$ cat src/sv/vasl_pkg.sv
// Shared widths, codes and helpers for the velocity slew limiter.
// No dependencies; used by velocity_accel_slew_limiter_core.
package vasl_pkg;

  // Field widths
  localparam int VEL_W   = 24;               // velocity field width
  localparam int STEP_W  = 23;               // per-tick limit register width
  localparam int DIFF_W  = VEL_W + 1;        // target minus current, signed
  localparam int ABS_W   = VEL_W + 1;        // magnitude of a difference
  localparam int SQ_W    = 2 * ABS_W;        // sum of two squares
  localparam int PROD_W  = ABS_W + STEP_W;   // |d| * max_step_xy
  localparam int MAG_W   = ABS_W + 1;        // root, after undoing the optional pre-shift
  localparam int REM_W   = ABS_W + 2;        // sqrt and divide partial remainders
  localparam int SUM_W   = DIFF_W + 2;       // current plus step, before saturation
  localparam int CMP_W   = DIFF_W + STEP_W + 1;  // z clamp compare width
  localparam int KX_W    = ABS_W + 32;       // room to test a magnitude against 2^31
  localparam int MUL_N   = (ABS_W > STEP_W) ? ABS_W : STEP_W;  // shift-add passes
  localparam int CNT_W   = $clog2(MUL_N + 1);
  localparam int CFG_IDX_W = 1;

  // Opcodes
  localparam logic OP_STEP = 1'b0;
  localparam logic OP_LOAD = 1'b1;

  // Configuration register indexes
  localparam logic [CFG_IDX_W-1:0] REG_MAX_STEP_XY = 1'b0;
  localparam logic [CFG_IDX_W-1:0] REG_MAX_STEP_Z  = 1'b1;

  typedef logic signed [VEL_W-1:0] vel_t;
  typedef logic [STEP_W-1:0]       step_t;

  // Clip a wide signed sum to the velocity range
  function automatic vel_t sat_vel(input logic signed [SUM_W-1:0] v);
    logic hi_ones;
    logic hi_zeros;
    begin
      hi_ones  = &v[SUM_W-1:VEL_W-1];
      hi_zeros = ~|v[SUM_W-1:VEL_W-1];
      if (hi_ones || hi_zeros) begin
        sat_vel = v[VEL_W-1:0];
      end else if (v[SUM_W-1]) begin
        sat_vel = {1'b1, {(VEL_W-1){1'b0}}};
      end else begin
        sat_vel = {1'b0, {(VEL_W-1){1'b1}}};
      end
    end
  endfunction

endpackage

$ cat src/sv/velocity_accel_slew_limiter_core.sv
// Velocity slew limiter: moves a stored 3D velocity toward a target each tick.
// Depends on vasl_pkg (widths, opcodes, register indexes, saturation).
//
// Usage:
//   Input words arrive on in_valid/in_ready carrying an opcode and a target
//   velocity. A step word moves the stored velocity toward the target, the xy
//   change limited by vector magnitude to max_step_xy and the z change
//   clamped to max_step_z; a load word presets the stored velocity. Each
//   input word yields exactly one result word on out_valid/out_ready.
//   Limits are written through cfg_we/cfg_index/cfg_wdata; the user must
//   write them only while idle, as the block itself does not enforce it.
// Sequence:
//   A step word runs setup, bit-serial shift-add passes for the squares and
//   |d| * max_step_xy, a bit-serial square root, a magnitude check, the two
//   parallel bit-serial dividers and commit; an unlimited step skips the
//   divide, and a load word goes from setup straight to commit.
//   One word is in flight at a time; in_ready is high in the idle state, from
//   the cycle after commit, so the next word is accepted only after commit.
// Reset and stall:
//   rst_n (synchronous, low) clears the stored velocity, the limits and the
//   output valid. A finished result is held in the output register; the next
//   word is accepted and computed while it waits, and only the commit of that
//   next result waits for out_ready.
module velocity_accel_slew_limiter_core (
  input  logic                                clk,
  input  logic                                rst_n,
  // configuration
  input  logic                                cfg_we,
  input  logic [vasl_pkg::CFG_IDX_W-1:0]      cfg_index,
  input  logic [vasl_pkg::STEP_W-1:0]         cfg_wdata,
  // input words
  input  logic                                in_valid,
  output logic                                in_ready,
  input  logic                                in_opcode,
  input  logic signed [vasl_pkg::VEL_W-1:0]   in_target_vx,
  input  logic signed [vasl_pkg::VEL_W-1:0]   in_target_vy,
  input  logic signed [vasl_pkg::VEL_W-1:0]   in_target_vz,
  // result words
  output logic                                out_valid,
  input  logic                                out_ready,
  output logic signed [vasl_pkg::VEL_W-1:0]   out_vx,
  output logic signed [vasl_pkg::VEL_W-1:0]   out_vy,
  output logic signed [vasl_pkg::VEL_W-1:0]   out_vz,
  output logic                                out_xy_limited,
  output logic                                out_z_limited
);

  localparam int VEL_W  = vasl_pkg::VEL_W;
  localparam int STEP_W = vasl_pkg::STEP_W;
  localparam int DIFF_W = vasl_pkg::DIFF_W;
  localparam int ABS_W  = vasl_pkg::ABS_W;
  localparam int SQ_W   = vasl_pkg::SQ_W;
  localparam int PROD_W = vasl_pkg::PROD_W;
  localparam int MAG_W  = vasl_pkg::MAG_W;
  localparam int REM_W  = vasl_pkg::REM_W;
  localparam int SUM_W  = vasl_pkg::SUM_W;
  localparam int CMP_W  = vasl_pkg::CMP_W;
  localparam int KX_W   = vasl_pkg::KX_W;
  localparam int CNT_W  = vasl_pkg::CNT_W;
  localparam int SQT_W  = REM_W + 2;   // sqrt trial width
  localparam int DVT_W  = REM_W + 1;   // divide trial width
  localparam int LIM_W  = MAG_W + STEP_W;

  // Sequencer states
  localparam logic [2:0] S_IDLE = 3'd0;
  localparam logic [2:0] S_DIFF = 3'd1;
  localparam logic [2:0] S_MUL  = 3'd2;
  localparam logic [2:0] S_SQRT = 3'd3;
  localparam logic [2:0] S_CHK  = 3'd4;
  localparam logic [2:0] S_DIV  = 3'd5;
  localparam logic [2:0] S_FIN  = 3'd6;

  logic [2:0]              state_r, state_nxt;
  logic [CNT_W-1:0]        cnt_r, cnt_nxt;

  // configuration and stored velocity
  vasl_pkg::step_t         max_xy_r, max_z_r;
  vasl_pkg::vel_t          cur_vx_r, cur_vy_r, cur_vz_r;

  // captured input word
  logic                    op_r;
  vasl_pkg::vel_t          tx_r, ty_r, tz_r;

  // differences and shift registers
  logic [DIFF_W-1:0]       dx_r, dy_r, dz_r;
  logic                    k_r;
  logic [ABS_W-1:0]        as_sr_r, bs_sr_r;
  logic [SQ_W-1:0]         as_ls_r, bs_ls_r;
  logic [SQ_W-1:0]         sq_r;
  logic [STEP_W-1:0]       lim_sr_r;
  logic [PROD_W-1:0]       a_ls_r, b_ls_r;
  logic [PROD_W-1:0]       px_r, py_r;
  logic [ABS_W-1:0]        root_r;
  logic [REM_W-1:0]        srem_r;
  logic [MAG_W-1:0]        mag_r;
  logic                    xy_lim_r;
  logic [REM_W-1:0]        rx_r, ry_r;
  logic [ABS_W-1:0]        qx_r, qy_r;

  // output register
  logic                    out_valid_r;
  vasl_pkg::vel_t          out_vx_r, out_vy_r, out_vz_r;
  logic                    out_xy_r, out_z_r;

  logic                    in_fire;
  logic                    commit;
  logic                    last_mul, last_iter;

  assign in_ready = (state_r == S_IDLE);
  assign in_fire  = in_valid & in_ready;
  assign commit   = (state_r == S_FIN) && (!out_valid_r || out_ready);
  assign last_mul  = (cnt_r == CNT_W'(vasl_pkg::MUL_N - 1));
  assign last_iter = (cnt_r == CNT_W'(ABS_W - 1));

  // Differences and magnitudes
  logic [DIFF_W-1:0]       dx_c, dy_c, dz_c;
  logic [ABS_W-1:0]        a_c, b_c;
  logic [KX_W-1:0]         a_ext, b_ext;
  logic                    k_c;

  always_comb begin
    dx_c  = {tx_r[VEL_W-1], tx_r} - {cur_vx_r[VEL_W-1], cur_vx_r};
    dy_c  = {ty_r[VEL_W-1], ty_r} - {cur_vy_r[VEL_W-1], cur_vy_r};
    dz_c  = {tz_r[VEL_W-1], tz_r} - {cur_vz_r[VEL_W-1], cur_vz_r};
    a_c   = dx_c[DIFF_W-1] ? (~dx_c + 1'b1) : dx_c;
    b_c   = dy_c[DIFF_W-1] ? (~dy_c + 1'b1) : dy_c;
    a_ext = KX_W'(a_c);
    b_ext = KX_W'(b_c);
    // halve both before squaring when either reaches 2^31
    k_c   = (|a_ext[KX_W-1:31]) | (|b_ext[KX_W-1:31]);
  end

  // Square-root digit step: two radicand bits per cycle
  logic [SQT_W-1:0]        sq_t, sq_trial;
  logic                    sq_take;

  always_comb begin
    sq_t     = {srem_r, sq_r[SQ_W-1 -: 2]};
    sq_trial = SQT_W'({root_r, 2'b01});
    sq_take  = (sq_t >= sq_trial);
  end

  // Divider steps, one quotient bit per cycle for x and y
  logic [DVT_W-1:0]        dvx_t, dvy_t, dv_mag;
  logic                    dvx_take, dvy_take;

  always_comb begin
    dvx_t    = {rx_r, qx_r[ABS_W-1]};
    dvy_t    = {ry_r, qy_r[ABS_W-1]};
    dv_mag   = DVT_W'(mag_r);
    dvx_take = (dvx_t >= dv_mag);
    dvy_take = (dvy_t >= dv_mag);
  end

  // Magnitude check
  logic [MAG_W-1:0]        mag_c;
  logic                    lim_c;

  always_comb begin
    mag_c = MAG_W'(root_r) << k_r;
    lim_c = (LIM_W'(mag_c) > LIM_W'(max_xy_r));
  end

  // Final step, sum and saturation
  logic signed [SUM_W-1:0] stx, sty, stz, sumx, sumy, sumz;
  logic signed [CMP_W-1:0] dz_w, zl_w;
  logic                    z_hi, z_lo;
  vasl_pkg::vel_t          new_vx, new_vy, new_vz;
  logic                    new_xy, new_z;

  always_comb begin
    // horizontal: scaled quotient with the sign of the difference, or d itself
    if (xy_lim_r) begin
      stx = dx_r[DIFF_W-1] ? -$signed(SUM_W'(qx_r)) : $signed(SUM_W'(qx_r));
      sty = dy_r[DIFF_W-1] ? -$signed(SUM_W'(qy_r)) : $signed(SUM_W'(qy_r));
    end else begin
      stx = SUM_W'($signed(dx_r));
      sty = SUM_W'($signed(dy_r));
    end
    // vertical clamp to +/- max_step_z
    dz_w = CMP_W'($signed(dz_r));
    zl_w = $signed(CMP_W'(max_z_r));
    z_hi = (dz_w > zl_w);
    z_lo = (dz_w < -zl_w);
    priority if (z_hi) begin
      stz = SUM_W'(zl_w);
    end else if (z_lo) begin
      stz = SUM_W'(-zl_w);
    end else begin
      stz = SUM_W'(dz_w);
    end
    sumx = SUM_W'(cur_vx_r) + stx;
    sumy = SUM_W'(cur_vy_r) + sty;
    sumz = SUM_W'(cur_vz_r) + stz;
    if (op_r == vasl_pkg::OP_LOAD) begin
      new_vx = tx_r;
      new_vy = ty_r;
      new_vz = tz_r;
      new_xy = 1'b0;
      new_z  = 1'b0;
    end else begin
      new_vx = vasl_pkg::sat_vel(sumx);
      new_vy = vasl_pkg::sat_vel(sumy);
      new_vz = vasl_pkg::sat_vel(sumz);
      new_xy = xy_lim_r;
      new_z  = z_hi | z_lo;
    end
  end

  // Sequencer
  always_comb begin
    state_nxt = state_r;
    cnt_nxt   = cnt_r;
    unique case (state_r)
      S_IDLE: begin
        if (in_fire) begin
          state_nxt = S_DIFF;
        end
      end
      S_DIFF: begin
        cnt_nxt   = '0;
        state_nxt = (op_r == vasl_pkg::OP_LOAD) ? S_FIN : S_MUL;
      end
      S_MUL: begin
        cnt_nxt = cnt_r + 1'b1;
        if (last_mul) begin
          cnt_nxt   = '0;
          state_nxt = S_SQRT;
        end
      end
      S_SQRT: begin
        cnt_nxt = cnt_r + 1'b1;
        if (last_iter) begin
          cnt_nxt   = '0;
          state_nxt = S_CHK;
        end
      end
      S_CHK: begin
        state_nxt = lim_c ? S_DIV : S_FIN;
      end
      S_DIV: begin
        cnt_nxt = cnt_r + 1'b1;
        if (last_iter) begin
          cnt_nxt   = '0;
          state_nxt = S_FIN;
        end
      end
      S_FIN: begin
        if (commit) begin
          state_nxt = S_IDLE;
        end
      end
      default: begin
        state_nxt = S_IDLE;
        cnt_nxt   = '0;
      end
    endcase
  end

  // Control registers, limits and stored velocity
  always_ff @(posedge clk) begin
    if (!rst_n) begin
      state_r     <= S_IDLE;
      cnt_r       <= '0;
      max_xy_r    <= '0;
      max_z_r     <= '0;
      cur_vx_r    <= '0;
      cur_vy_r    <= '0;
      cur_vz_r    <= '0;
      out_valid_r <= 1'b0;
    end else begin
      state_r <= state_nxt;
      cnt_r   <= cnt_nxt;
      if (cfg_we) begin
        unique case (cfg_index)
          vasl_pkg::REG_MAX_STEP_XY: max_xy_r <= cfg_wdata;
          vasl_pkg::REG_MAX_STEP_Z:  max_z_r  <= cfg_wdata;
          default: ;
        endcase
      end
      if (commit) begin
        cur_vx_r    <= new_vx;
        cur_vy_r    <= new_vy;
        cur_vz_r    <= new_vz;
        out_valid_r <= 1'b1;
      end else if (out_ready) begin
        out_valid_r <= 1'b0;
      end
    end
  end

  // Datapath shift registers
  always_ff @(posedge clk) begin
    if (in_fire) begin
      op_r <= in_opcode;
      tx_r <= in_target_vx;
      ty_r <= in_target_vy;
      tz_r <= in_target_vz;
    end
    unique case (state_r)
      S_DIFF: begin
        dx_r     <= dx_c;
        dy_r     <= dy_c;
        dz_r     <= dz_c;
        k_r      <= k_c;
        as_sr_r  <= a_c >> k_c;
        bs_sr_r  <= b_c >> k_c;
        as_ls_r  <= SQ_W'(a_c >> k_c);
        bs_ls_r  <= SQ_W'(b_c >> k_c);
        a_ls_r   <= PROD_W'(a_c);
        b_ls_r   <= PROD_W'(b_c);
        lim_sr_r <= max_xy_r;
        sq_r     <= '0;
        px_r     <= '0;
        py_r     <= '0;
        root_r   <= '0;
        srem_r   <= '0;
        xy_lim_r <= 1'b0;
      end
      S_MUL: begin
        // shift-add: squares and |d| * max_step_xy, one multiplier bit a cycle
        sq_r     <= sq_r + (as_sr_r[0] ? as_ls_r : '0) + (bs_sr_r[0] ? bs_ls_r : '0);
        px_r     <= px_r + (lim_sr_r[0] ? a_ls_r : '0);
        py_r     <= py_r + (lim_sr_r[0] ? b_ls_r : '0);
        as_sr_r  <= as_sr_r >> 1;
        bs_sr_r  <= bs_sr_r >> 1;
        as_ls_r  <= as_ls_r << 1;
        bs_ls_r  <= bs_ls_r << 1;
        lim_sr_r <= lim_sr_r >> 1;
        a_ls_r   <= a_ls_r << 1;
        b_ls_r   <= b_ls_r << 1;
      end
      S_SQRT: begin
        sq_r   <= sq_r << 2;
        srem_r <= sq_take ? REM_W'(sq_t - sq_trial) : REM_W'(sq_t);
        root_r <= {root_r[ABS_W-2:0], sq_take};
      end
      S_CHK: begin
        // quotient stays below 2^ABS_W, so the high product bits seed the remainder
        mag_r    <= mag_c;
        xy_lim_r <= lim_c;
        rx_r     <= REM_W'(px_r >> ABS_W);
        ry_r     <= REM_W'(py_r >> ABS_W);
        qx_r     <= px_r[ABS_W-1:0];
        qy_r     <= py_r[ABS_W-1:0];
      end
      S_DIV: begin
        rx_r <= dvx_take ? REM_W'(dvx_t - dv_mag) : REM_W'(dvx_t);
        ry_r <= dvy_take ? REM_W'(dvy_t - dv_mag) : REM_W'(dvy_t);
        qx_r <= {qx_r[ABS_W-2:0], dvx_take};
        qy_r <= {qy_r[ABS_W-2:0], dvy_take};
      end
      default: ;
    endcase
    if (commit) begin
      out_vx_r <= new_vx;
      out_vy_r <= new_vy;
      out_vz_r <= new_vz;
      out_xy_r <= new_xy;
      out_z_r  <= new_z;
    end
  end

  assign out_valid      = out_valid_r;
  assign out_vx         = out_vx_r;
  assign out_vy         = out_vy_r;
  assign out_vz         = out_vz_r;
  assign out_xy_limited = out_xy_r;
  assign out_z_limited  = out_z_r;

`ifndef SYNTH
  // divide only runs against a magnitude above the limit, so never by zero
  a_div_nonzero: assert property (@(posedge clk) disable iff (!rst_n)
    (state_r == S_DIV) |-> (mag_r != '0) && (LIM_W'(mag_r) > LIM_W'(max_xy_r)))
    else $error("divide entered with magnitude not above limit");

  // iteration counter stays inside the pass length
  a_cnt_bound: assert property (@(posedge clk) disable iff (!rst_n)
    (state_r == S_SQRT || state_r == S_DIV) |-> (cnt_r <= CNT_W'(ABS_W - 1)))
    else $error("iteration counter overran");

  // a load word reports the loaded x and z velocity with no limit flags
  a_load_result: assert property (@(posedge clk) disable iff (!rst_n)
    (commit && op_r == vasl_pkg::OP_LOAD) |=>
      out_valid && !out_xy_limited && !out_z_limited && (out_vx == tx_r) && (out_vz == tz_r))
    else $error("load word result mismatch");
`endif

endmodule

$ cat config.mk
export PLATFORM = sky130hd
export DESIGN_NAME = velocity_accel_slew_limiter_core
export DESIGN_NICKNAME = d
export VERILOG_FILES = /design/src/sv/vasl_pkg.sv /design/src/sv/velocity_accel_slew_limiter_core.sv
export SDC_FILE = /design/constraint.sdc
export NUM_CORES = 2
export LEC_CHECK = 0
export BUFFER_PORTS_ARGS = -buffer_cell sky130_fd_sc_hd__buf_2
export CAP_MARGIN = 40
export CORE_MARGIN = 2
export CORE_UTILIZATION = 30
export CTS_CLUSTER_DIAMETER = 120
export CTS_CLUSTER_SIZE = 10
export DETAILED_ROUTE_END_ITERATION = 6
export PLACE_DENSITY = 0.52
export SLEW_MARGIN = 10
export SYNTH_ARGS = -nofsm -noshare
export SYNTH_HDL_FRONTEND = slang
export SYNTH_SLANG_ARGS = --single-unit
$ cat constraint.sdc
create_clock -name clk -period 24.2 [get_ports clk]
set_input_delay 3.63 -clock clk [delete_from_list [all_inputs] [get_ports clk]]
set_output_delay 3.63 -clock clk [all_outputs]
set_load 0.1 [all_outputs]
Word level (Yosys, flattened, before mapping) --
Cells that the tools add are included.
Storage, ports and cells: input bits 102, register bits after elaboration 946, logic and storage cells 160
Cells by class: $add $sub $neg 19, order comparisons 6, bitwise gates (word level) 5, reductions and logical operators 27, multiplexer cells 53, equal/unequal tests 12
Operators by type and width (number):
- $pmux W48 S2 | 4
- $pmux W25 S2 | 5
- $mux W27 | 9
- $mux W24 | 9
- $pmux W50 S2 | 2
- $pmux W27 S2 | 3
- $pmux W50 S3 | 1
- $add A50 B50 Y50 | 2
- $mux W50 | 2
- $add A48 B48 Y48 | 2
- $mux W48 | 2
- $add A24 B27 Y27 | 3
- $sub A24 B24 Y25 | 3
- $ge A28 B25 Y1 | 2
- $neg A25 Y27 | 2
- $sub A27 B25 Y27 | 2
- $add A25 B1 Y25 const B | 2
- $mux W25 | 2
- $not A25 Y25 | 2
- $lt A25 B49 Y1 | 1
- $neg A23 Y49 | 1
- $pmux W23 S2 | 1
- $ge A29 B27 Y1 | 1
- $sub A27 B27 Y27 | 1
- other kinds (30) | 58

Logic depth before layout (Yosys ltp) --
word-level depth 10, mapped depth 37

Least setup slack after synthesis --
No wires, ideal clock.
kind flip-flop to flip-flop, start register state_r[0], end register a_ls_r[10] (enable), cell stages (with the launch flop) 5, data arrival time 9.054 ns, data required time 23.559 ns, clock period less this slack 9.695 ns, setup slack 14.505 ns, buffers on the path 1, cells stage by stage dfxtp_1 clkbuf_1 nor2b_1 nand2b_1 nand2_1
Between the ends: cells in the longest elaborated chain, start to end 2, elaborated cells between the ends (all ways) 3, those cells by class eq/ne (2); reduce/logical (1)
Ends and longest elaborated chain:
- from (decl) | RTL line velocity_accel_slew_limiter_core.sv:73 | logic [2:0] state_r, state_nxt;
- from (signal assigned) | RTL line velocity_accel_slew_limiter_core.sv:272 | state_r <= state_nxt;
- $eq A3 B1 Y1 / $eq A3 B2 Y1 (equally long branches) | RTL line velocity_accel_slew_limiter_core.sv:300 | unique case (state_r)
- $reduce_bool A2 Y1 (no line) *
- to (signal assigned) | RTL line velocity_accel_slew_limiter_core.sv:310 | a_ls_r <= PROD_W'(a_c);
- to (signal assigned) | RTL line velocity_accel_slew_limiter_core.sv:330 | a_ls_r <= a_ls_r << 1;
- to (decl) | RTL line velocity_accel_slew_limiter_core.sv:91 | logic [PROD_W-1:0] a_ls_r, b_ls_r;
Every way passes the cells marked *; elsewhere a longest branch is shown, timed or not. A chain may end at the register's enable or synchronous reset.

Worst setup path after layout --
start register max_z_r[2], end register cur_vz_r[3]
Between the ends: cells in the longest elaborated chain, start to end 10, elaborated cells between the ends (all ways) 13, those cells by class add/sub (2); order compare (2); mux (5); reduce/logical (4)
Ends and longest elaborated chain:
- from (decl) | RTL line velocity_accel_slew_limiter_core.sv:77 | vasl_pkg::step_t max_xy_r, max_z_r;
- from (signal assigned) | RTL line velocity_accel_slew_limiter_core.sv:277 | vasl_pkg::REG_MAX_STEP_Z: max_z_r <= cfg_wdata;
- $neg A23 Y49 | RTL line velocity_accel_slew_limiter_core.sv:188 | stz = SUM_W'(-zl_w);
- $lt A25 B49 Y1 | RTL line velocity_accel_slew_limiter_core.sv:184 | z_lo = (dz_w < -zl_w);
- $mux W27 | RTL line velocity_accel_slew_limiter_core.sv:187 | end else if (z_lo) begin
- $mux W27 * | RTL line velocity_accel_slew_limiter_core.sv:185 | priority if (z_hi) begin
- $add A24 B27 Y27 * | RTL line velocity_accel_slew_limiter_core.sv:194 | sumz = SUM_W'(cur_vz_r) + stz;
- $reduce_or A4 Y1 | RTL line vasl_pkg.sv:38 | hi_zeros = ~|v[SUM_W-1:VEL_W-1];
- $logic_not A1 Y1 | RTL line vasl_pkg.sv:38
- $logic_or A1 B1 Y1 | RTL line vasl_pkg.sv:39 | if (hi_ones || hi_zeros) begin
- $mux W24 * | RTL line vasl_pkg.sv:39
- $mux W24 * | RTL line velocity_accel_slew_limiter_core.sv:195 | if (op_r == vasl_pkg::OP_LOAD) begin
- to (signal assigned) | RTL line velocity_accel_slew_limiter_core.sv:284 | cur_vz_r <= new_vz;
- to (decl) | RTL line velocity_accel_slew_limiter_core.sv:78 | vasl_pkg::vel_t cur_vx_r, cur_vy_r, cur_vz_r;
Marks and branches as above.

==> qor.yml <==
cts_setup_buffers: 0
r2r_start: "max_z_r[2]$_SDFFE_PN0P_"
dieArea_sq_mm: 0.198
clock.fmax_mhz: 94.6
cts_resized: 0
critPathLaunch: "max_z_r[2]$_SDFFE_PN0P_"
cp.arrival_ns: 11.11
clock_skew_ns: 0.0162
initialDrtViolationCount: 2888
grt_pass1_wl_um: 250000
synth_top_area_share_pct: 37.3
crit_required_ns: 24.74
drive_gt1_share_pct: 7.38
gr-total-overflow: 0
max_stage_delay_ns: 0.59
rsz0062_at_grt: "no"
cap_violations: 0
via_count: 45000
root_buffer: "clkbuf_16"
io_buffers: 177
p_leak_uw: 0.0257
reg2reg_slack_ns: 13.63
ctsHoldBuffers: 0
synth.avg_cell_area_sq_um: 9.45
yosys.area.top_type: "edfxtp_1"
cts_made_buffers: 94
min_period_ns: 10.57
yosys_register_bits: 850
core_area_sq_mm: 0.193
clock_latency_ns: 0.69
ys_warn_count: 0
reg2reg_depth: 36
fin_util_pct: 33.6
drc: 0
routed_wl_um: 158000
initial_core_util_pct: 30.2
htreeDepth: 3
final_net_count: 6882
min_path_type: "reg -> reg"
critPathKind: "reg -> reg"
cts_tree: "done"
clk_pin_slew_ns: 0.06
syn_inst: 6165
diodes: 0
multi_input_area_sq_mm: 0.0320
async_reset_ff_share_pct: 0
synth.yosys.seq_area_share_pct: 41.6
worst_pin_slew_ns: 1.01
p_per_area_mw_per_mm2: 147
firstDrtPassIters: 6
fin_setup_tns_ns: 0
postPlaceCellArea_sq_mm: 0.0621
drt-wirelength-per-cell_um: 17.9
synthToLayoutAreaGrowth_pct: 11.2
path_max_fanout: 45
ant_nets: 0
synthFlopType: "edfxtp_1"
dieHeight_um: 445
synth_area_leaders: "edfxtp_1, ha_1, nand2_1"
yosysMostFrequentCell: "edfxtp_1"
status: "finished clean"
viasPerCell: 5.08
ir_worst_vdd_mv: 0.0790
hold_violations: 0
place_hpwl_um: 118000
finalSetupViolCount: 0
synth_common_cells: "edfxtp_1, nand2_1, nor2_1"
seq_area_sq_mm: 0.0243
cp-start-kind: "flop"
endpoint_kind: "flop"
groute.usage.overall_pct: 15.6
min_from: "max_xy_r[8]$_SDFFE_PN0P_"
synth_fp_nets: 6788
period_share_pct: 43.7
r2r_end: "cur_vz_r[3]$_SDFFE_PN0P_"
die_w_um: 445
clockBufferDepth: 3
grt_max_degree: 82
critPathSlowestCell: "nor3_1"
io_pins: 178
rows: 161
final_area_sq_mm: 0.0647
fillers: 19700
antenna_found_initial: 2
slew_headroom_pct: 32.4
drv_slew: 0
globalplace.congestion: 0.904
synth_cell_types: 95
synth_edf_count: 723
clock-sinks: 850
grt_pass1_vias: 44100
netlist_area_sq_mm: 0.0582
cp-endpoint: "cur_vz_r[3]$_SDFFE_PN0P_"
==> routing by layer <==
layer | vias to the layer above | part of all wire, % | global-route usage, %
li1 | 22400 | - | -
met3 | 167 | 3.6 | 1.93
met2 | 762 | 47 | 26.1
met4 | 0 | 1.9 | 3.17
met5 | - | 0 | 0
met1 | 21600 | 48 | 21.7
==> cells in the final DEF (no fill, tap or decap), types with 28 or more instances in the layout <==
| cell type | count |
|---|---|
| mux2i_1 | 44 |
| buf_2 | 178 |
| o21a_1 | 104 |
| o31ai_1 | 47 |
| and2_1 | 267 |
| a211oi_1 | 65 |
| a31oi_1 | 53 |
| or3_1 | 47 |
| nand2b_1 | 70 |
| clkbuf_16 | 98 |
| nand2_1 | 686 |
| xnor2_1 | 232 |
| a21boi_0 | 64 |
| ha_1 | 461 |
| and3_1 | 28 |
| nor2b_1 | 68 |
| o211ai_1 | 28 |
| buf_4 | 51 |
| edfxtp_1 | 723 |
| xor2_1 | 166 |
| fa_1 | 60 |
| a21oi_1 | 439 |
| o21ba_2 | 29 |
| o21ai_0 | 414 |
| nand4_1 | 63 |
| nor3_1 | 100 |
| inv_1 | 304 |
| nand3_1 | 76 |
| dfxtp_1 | 127 |
| nor2_1 | 543 |
| a21o_1 | 207 |
| clkbuf_1 | 54 |
| o21bai_1 | 42 |
| nor4_1 | 31 |
==> power breakdown <==
part / switching (uW) / internal (uW)
Clock: 605 / 732
Sequential: 347 / 2390
Combinational: 3310 / 2110
Total: 4260 / 5240
==> cell families (layout without fill, tap and decap cells) <==
kind of cell | Yosys count | count (layout) | share of synthesized area (%)
simple gates | 2083 | 2083 | 17.0
fa+ha+maj | 521 | 521 | 12.0
compound gates | 1707 | 1707 | 18.8
buf+inv | 550 | 699 | 3.59
xor+xnor | 400 | 400 | 6.05
flops | 850 | 850 | 41.6
mux | 54 | 54 | 0.950
==> cell type report <==
class / count / area share, %
multi-input combinational: 4765 / 49.4
sequential: 850 / 37.5
tap: 2526 / 4.88
clock buffer: 151 / 4.06
timing repair buffer: 241 / 2.36
inverter: 307 / 1.79
==> per-stage QoR <==
stage / power, uW / instances / setup WS (ns) / hold slack [ns]
6_report: 9500 / 8840 / 13.63 / 0.464
5_1_grt: 10300 / 8840 / 12.65 / 0.484
4_1_cts: 9560 / 8838 / 13.83 / 0.467
3_5_place_dp: 8160 / 8687 / 13.92 / 0.458
3_3_place_gp: 8080 / 8675 / 13.93 / 0.450
2_1_floorplan: 6850 / 6165 / 14.51 / 0.426
==> critical path, delay by kind of cell, from the launching register on <==
family | cells | cell delay, ns
AOI/OAI and AO/OA | 14 | 3.17
xor gates and xnor gates | 2 | 0.57
adders and majority gates | 3 | 0.89
buffers and inverters | 4 | 1.33
DFF | 1 | 0.36
and+or+nand+nor | 13 | 4.09
==> sequential cells by signal, indices dropped and copies added (netlist names), 25 cells and up <==
name and flops:
rx_r 27, as_sr_r 25, root_r 25, dz_r 25
ry_r 27, b_ls_r 46, mag_r 25, qx_r 25
a_ls_r 46, sq_r 50, bs_sr_r 25, srem_r 27
dy_r 25, px_r 48, qy_r 25, dx_r 25
py_r 48
==> worst min-delay path by stage <==
stage                                 to  depth (start not counted)  slack, ns
3_3_place_gp          mag_r[0]$_DFFE_PP_                          0       0.45
5_1_grt        max_xy_r[18]$_SDFFE_PN0P_                          2       0.48
2_1_floorplan         mag_r[0]$_DFFE_PP_                          0       0.43
6_report        max_xy_r[8]$_SDFFE_PN0P_                          2       0.46
3_5_place_dp   max_xy_r[12]$_SDFFE_PN0P_                          2       0.46
4_1_cts        max_xy_r[12]$_SDFFE_PN0P_                          2       0.47
(Power assumes the default switching activity.)
